### config.mk
export PLATFORM = sky130hd
export DESIGN_NAME = multiplexed_led_pwm_scanner
export DESIGN_NICKNAME = d
export VERILOG_FILES = /design/src/rtl/core/mlps_pkg.sv /design/src/rtl/core/multiplexed_led_pwm_scanner.sv
export SDC_FILE = /design/constraint.sdc
export NUM_CORES = 1
export LEC_CHECK = 0
export ABC_AREA = 1
export BUFFER_PORTS_ARGS = -buffer_cell sky130_fd_sc_hd__buf_2
export CORE_MARGIN = 1.5
export CORE_UTILIZATION = 56
export CTS_BUF_LIST = sky130_fd_sc_hd__clkbuf_16
export DETAILED_ROUTE_END_ITERATION = 16
export PLACE_DENSITY = 0.83
export SETUP_SLACK_MARGIN = 0.3
export SLEW_MARGIN = 5
export SYNTH_ARGS = -nofsm -noshare
export SYNTH_HDL_FRONTEND = slang
export SYNTH_SLANG_ARGS = --single-unit
### constraint.sdc
create_clock -name clk -period 15.6 [get_ports clk]
set_input_delay 0.78 -clock clk [delete_from_list [all_inputs] [get_ports clk]]
set_output_delay 0.78 -clock clk [all_outputs]
set_load 0.05 [all_outputs]
### src/rtl/core/mlps_pkg.sv
// shared constants and types for the multiplexed led pwm scanner
// no dependencies
package mlps_pkg;

  // matrix geometry and pwm resolution
  localparam int ROWS      = 4;
  localparam int CHANNELS  = 6;
  localparam int PWM_STEPS = 128;

  localparam int ENTRY_COUNT = ROWS * CHANNELS;
  localparam int ROW_W       = (ROWS > 1) ? $clog2(ROWS) : 1;

  // payload widths fixed by the interface
  localparam int OP_W  = 2;
  localparam int IDX_W = 5;
  localparam int LVL_W = 8;
  localparam int GND_W = 4;
  localparam int DRV_W = 6;

  // how many matrix rows and channels reach the output fields
  localparam int GND_N = (ROWS < GND_W) ? ROWS : GND_W;
  localparam int DRV_N = (CHANNELS < DRV_W) ? CHANNELS : DRV_W;

  // threshold step and the reset value that makes the first tick use zero
  localparam logic [LVL_W-1:0] THR_STEP  = LVL_W'((256 / PWM_STEPS) % 256);
  localparam logic [LVL_W-1:0] THR_RESET = LVL_W'((256 - (256 / PWM_STEPS)) % 256);
  localparam logic [ROW_W-1:0] ROW_LAST  = ROW_W'(ROWS - 1);

  typedef logic [OP_W-1:0]  op_code_t;
  typedef logic [IDX_W-1:0] entry_idx_t;
  typedef logic [LVL_W-1:0] level_t;
  typedef logic [GND_W-1:0] ground_t;
  typedef logic [DRV_W-1:0] drive_t;

  // request operation codes
  localparam op_code_t OP_TICK   = 2'd0;
  localparam op_code_t OP_WRITE  = 2'd1;
  localparam op_code_t OP_COMMIT = 2'd2;

endpackage

### src/rtl/core/multiplexed_led_pwm_scanner.sv
// multiplexed led matrix pwm scanner: double-buffered levels, row scan, threshold compare
// depends on mlps_pkg
//
//  channel | direction | handshake           | payload
//  in_     | input     | in_valid / in_stall | operation, entry_index, entry_value
//  out_    | output    | out_valid/out_stall | ground_onehot, led_drive
//
// one request per cycle unless in_stall holds back a tick; a tick request's result is registered
// in the output register. the single output register sets the throughput limit.
// writes and commits keep flowing while a tick result is stalled; a new tick
// waits only while the output register is full and stalled.
// reset clears both level buffers, sets the row to the last row and the threshold
// so that the first tick shows row 0 against threshold 0.
module multiplexed_led_pwm_scanner (
  input  logic                  clk,
  input  logic                  rst_n,
  input  logic                  in_valid,
  output logic                  in_stall,
  input  mlps_pkg::op_code_t    in_operation,
  input  mlps_pkg::entry_idx_t  in_entry_index,
  input  mlps_pkg::level_t      in_entry_value,
  output logic                  out_valid,
  input  logic                  out_stall,
  output mlps_pkg::ground_t     out_ground_onehot,
  output mlps_pkg::drive_t      out_led_drive
);
  import mlps_pkg::*;

  level_t          back_r  [ENTRY_COUNT];
  level_t          front_r [ROWS][CHANNELS];
  logic [ROW_W-1:0] row_r, row_nxt;
  level_t          thr_r, thr_nxt;

  logic    out_valid_r, out_valid_nxt;
  ground_t out_ground_r, out_ground_nxt;
  drive_t  out_drive_r, out_drive_nxt;

  logic out_busy;
  logic accept;
  logic is_tick, is_write, is_commit;
  logic idx_ok;

  // output register is full and held
  assign out_busy = out_valid_r && out_stall;

  // operation decode
  always_comb begin
    is_tick   = 1'b0;
    is_write  = 1'b0;
    is_commit = 1'b0;
    unique case (in_operation)
      OP_TICK:   is_tick   = 1'b1;
      OP_WRITE:  is_write  = 1'b1;
      OP_COMMIT: is_commit = 1'b1;
      default:   ;
    endcase
  end

  // only a tick needs room in the output register
  assign in_stall = out_busy && is_tick;
  assign accept   = in_valid && !in_stall;
  assign idx_ok   = 32'(in_entry_index) < ENTRY_COUNT;

  // row scan and threshold advance
  always_comb begin
    row_nxt = row_r;
    thr_nxt = thr_r;
    if (is_tick) begin
      if (row_r == ROW_LAST) begin
        row_nxt = '0;
        thr_nxt = thr_r + THR_STEP;
      end else begin
        row_nxt = ROW_W'(row_r + 1'b1);
      end
    end
  end

  // tick result: one-hot row and per-channel compare
  always_comb begin
    out_ground_nxt = '0;
    out_drive_nxt  = '0;
    for (int g = 0; g < GND_N; g++) begin
      out_ground_nxt[g] = (row_nxt == ROW_W'(g));
    end
    for (int k = 0; k < DRV_N; k++) begin
      out_drive_nxt[k] = front_r[row_nxt][k] > thr_nxt;
    end
  end

  // output register loads when empty or drained
  always_comb begin
    out_valid_nxt = out_valid_r;
    if (!out_busy) begin
      out_valid_nxt = accept && is_tick;
    end
  end

  // control state
  always_ff @(posedge clk) begin
    if (!rst_n) begin
      row_r       <= ROW_LAST;
      thr_r       <= THR_RESET;
      out_valid_r <= 1'b0;
    end else begin
      out_valid_r <= out_valid_nxt;
      if (accept && is_tick) begin
        row_r <= row_nxt;
        thr_r <= thr_nxt;
      end
    end
  end

  // result payload
  always_ff @(posedge clk) begin
    if (accept && is_tick && !out_busy) begin
      out_ground_r <= out_ground_nxt;
      out_drive_r  <= out_drive_nxt;
    end
  end

  // back buffer writes and commit copy
  always_ff @(posedge clk) begin
    if (!rst_n) begin
      for (int e = 0; e < ENTRY_COUNT; e++) begin
        back_r[e] <= '0;
      end
      for (int r = 0; r < ROWS; r++) begin
        for (int c = 0; c < CHANNELS; c++) begin
          front_r[r][c] <= '0;
        end
      end
    end else if (accept) begin
      if (is_write && idx_ok) begin
        for (int e = 0; e < ENTRY_COUNT; e++) begin
          if (32'(in_entry_index) == e) begin
            back_r[e] <= in_entry_value;
          end
        end
      end
      if (is_commit) begin
        for (int r = 0; r < ROWS; r++) begin
          for (int c = 0; c < CHANNELS; c++) begin
            front_r[r][c] <= back_r[r*CHANNELS + c];
          end
        end
      end
    end
  end

  assign out_valid         = out_valid_r;
  assign out_ground_onehot = out_ground_r;
  assign out_led_drive     = out_drive_r;

endmodule

==> metrics.cfg <==
[drt]
num_vias = 11052
drtIter0Drc = 1409
postRouteAntennaNets = 0
drtPass1Iterations = 5
drc_errors = 0
routed_wl_mm = 40.12
viasPerCell = 5.703
post_drt_wl_per_cell_um = 20.70

[cells_and_area]
final_nets = 1571
layout_common_cells = nor2_1, edfxtp_1, inv_1
area_delta_synth_final_pct = 10.18
final_common_cell = nor2_1
antenna_cells = 0
fill_cells = 2103
drive_above_1_share_pct = 9.625

[critical_path]
setup.worst_path.start = row_r[0]
slowest_stage = nand2_4
worst_path_largest_cell_delay_ps = 550
setup.worst_path.end_class = flop
worstPathArrival_ps = 3950
crit_path_cell_trace = ha_1 -> nand2_2 -> nand2_2 -> nand2_4 -> inv_1 -> nand2_1 -> nand2_1 -> a221oi_1 -> ha_1 -> nor2_1 -> a211oi_1 -> o21ai_0 -> nand2_1 -> nand2_1 -> nand2_1 -> a21oi_1
path_common_cell = nand2_1
crit_fanout = 37
start_kind = flop
crit_type = reg -> reg
rr_startpoint = row_r[0]
crit_required_ps = 15880

[placement]
gp_congestion = 0.8929
dp_hpwl_mm = 24.41
portBuffers = 30
dp_slack_ps = 11790

[floorplanning]
fp.dieH_um = 178.0
io_pins = 31
start_util_pct = 57.37
core_area_mm2 = 0.02987
dieArea_mm2 = 0.03167
num_rows = 63
dieWidth_um = 178.0

[timing]
layout_setup_ws_ps = 11930
skew_ps = 14.85
slew_viol_final = 0
setup_viol = 0
period_share_pct = 23.54
final.min_clock_period_ps = 3672
rsz0062_at_grt = no
hold_viol = 0
max_freq_mhz = 272.3
worstMarginPinSlew_ps = 1211
max_slew_margin_pct = 19.26
finalSetupTns_ps = 0

[outcome]
status = complete, no violations

[grt]
antenna_found_initial = 0
grt_usage_pct = 26.23
grt_max_degree = 193
grt_pass1_vias = 10999
grt_overflow = 0
grt_pass1_wl_mm = 61.27

[cts]
post_cts.repair.setup_buffers = 0
cts_buffer_depth = 3
cts-buffers-inserted = 41
cts.clk_slew.worst_paths_ps = 60
cts_hold_buffers = 0
cts_tree = yes
ctsResizeCount = 0
ctsRootBufferMaster = clkbuf_16
htree_levels = 2
clock_latency_ps = 540
cts_sinks = 404

[synth]
syn-num-nets = 1530
ys_seq_elements = 404
ys_warn_count = 0
synth-simple-area-share_pct = 15.54
netlist_instances = 1478
synth-compound-area-share_pct = 4.767
synth_area_mm2 = 0.01714
ys_types = 47
syn_avg_cell_area_um2 = 11.60
synthMuxAreaShare_pct = 0.05840
yosys.area_share.adder_pct = 2.409
synth_top_family_by_area = simple AND/OR/NAND/NOR gates
ys_seq_area_share_pct = 70.19
synth_xor_xnor_area_share_pct = 0.2993

[pwr]
design_power_total_mw = 2.395
total_leakage_power_nw = 7.959
ir_drop_mv = 0.06704
power.density_mw_per_mm2 = 126.8

[run]
cap_violations = 0

[min_path]
worstHoldStart = thr_r[6]
hp-class = reg -> reg

layer usage:
layer  part of all wire [%]  GRT usage (%)
met2                     47          41.80
met1                     38          35.45
met5                      0              0
met4                    4.1          11.55
met3                     12          4.820
cells in the mapped netlist, drive strengths merged:
library cell,count,area (um2)
nor3b,6,45.04
nand3,33,180.2
nand3b,1,7.510
a211oi,4,30.03
o22a,9,87.59
a221oi,6,52.55
o21bai,2,15.01
nor2,417,1604
o211ai,1,7.510
nand2,162,748.2
a21boi,2,15.01
o22ai,48,300.3
dfxtp,10,200.2
clkinv,3,12.51
edfxtp,394,11830
buf,19,168.9
ha,33,412.9
o31ai,4,30.03
inv,227,852.1
a21oi,29,148.9
clkbuf,32,120.1
nand4,1,6.260
o21ai,23,130.1
xnor2,2,17.52
nor3,6,72.57
xor2,3,33.79
mux2i,1,10.01
worst paths after layout:
check	to	slack, ps	depth (start not counted)
setup / recovery	out_led_drive[1]	11930	16
setup reg to reg	out_led_drive[1]	11930	16
hold / removal	thr_r[6]	530	2
hold reg to reg	thr_r[6]	530	2
report_power, final:
group / switching, mW / internal, mW / leakage [nW]
clock network: 0.391 / 0.510 / 0.643
registers: 0.0206 / 1.25 / 4.07
logic: 0.160 / 0.0622 / 3.24
total: 0.572 / 1.82 / 7.96
state kept, by name, indices dropped and copies added, names as in the netlist:
| register | count |
|---|---|
| out_valid | 1 |
| out_ground_onehot | 4 |
| out_led_drive | 6 |
| row_r | 2 |
| front_r | 192 |
| thr_r | 7 |
| back_r | 192 |
cells by family after synthesis:
family,after synthesis
adders and majority gates,33
xor gates and xnor gates,5
muxes,1
and+or+nand+nor,626
AOI/OAI and AO/OA,128
DFF,404
buffers and inverters,281
critical path: cells and delay by family (launching register included):
family                     cells  cell delay (ps)
and+or+nand+nor                9             1340
AOI/OAI and AO/OA              4              670
adders and majority gates      2              540
buffers and inverters          1              360
DFF                            1              490
cell type report:
type / instances / area [um2] / share of cell area [%]
tap: 390 / 488.0 / 2.584
clock inverter: 31 / 195.2 / 1.034
clock buffer: 41 / 1026 / 5.433
timing repair buffer: 49 / 305.3 / 1.617
inverter: 230 / 864.6 / 4.578
multi-input combinational: 793 / 3974 / 21.04
sequential: 404 / 12030 / 63.71
stage by stage:
stage	hold slack, ps	utilization [%]	cell area, um2	cells
2_1_floorplan	479.7	-	17150	1478
3_3_place_gp	499.1	59.11	17660	1866
3_5_place_dp	508.6	59.11	17660	1866
4_1_cts	520.7	63.19	18880	1938
5_1_grt	554.3	63.21	18880	1938
6_report	525.5	63.21	18880	1938
(Power assumes the default switching activity.)
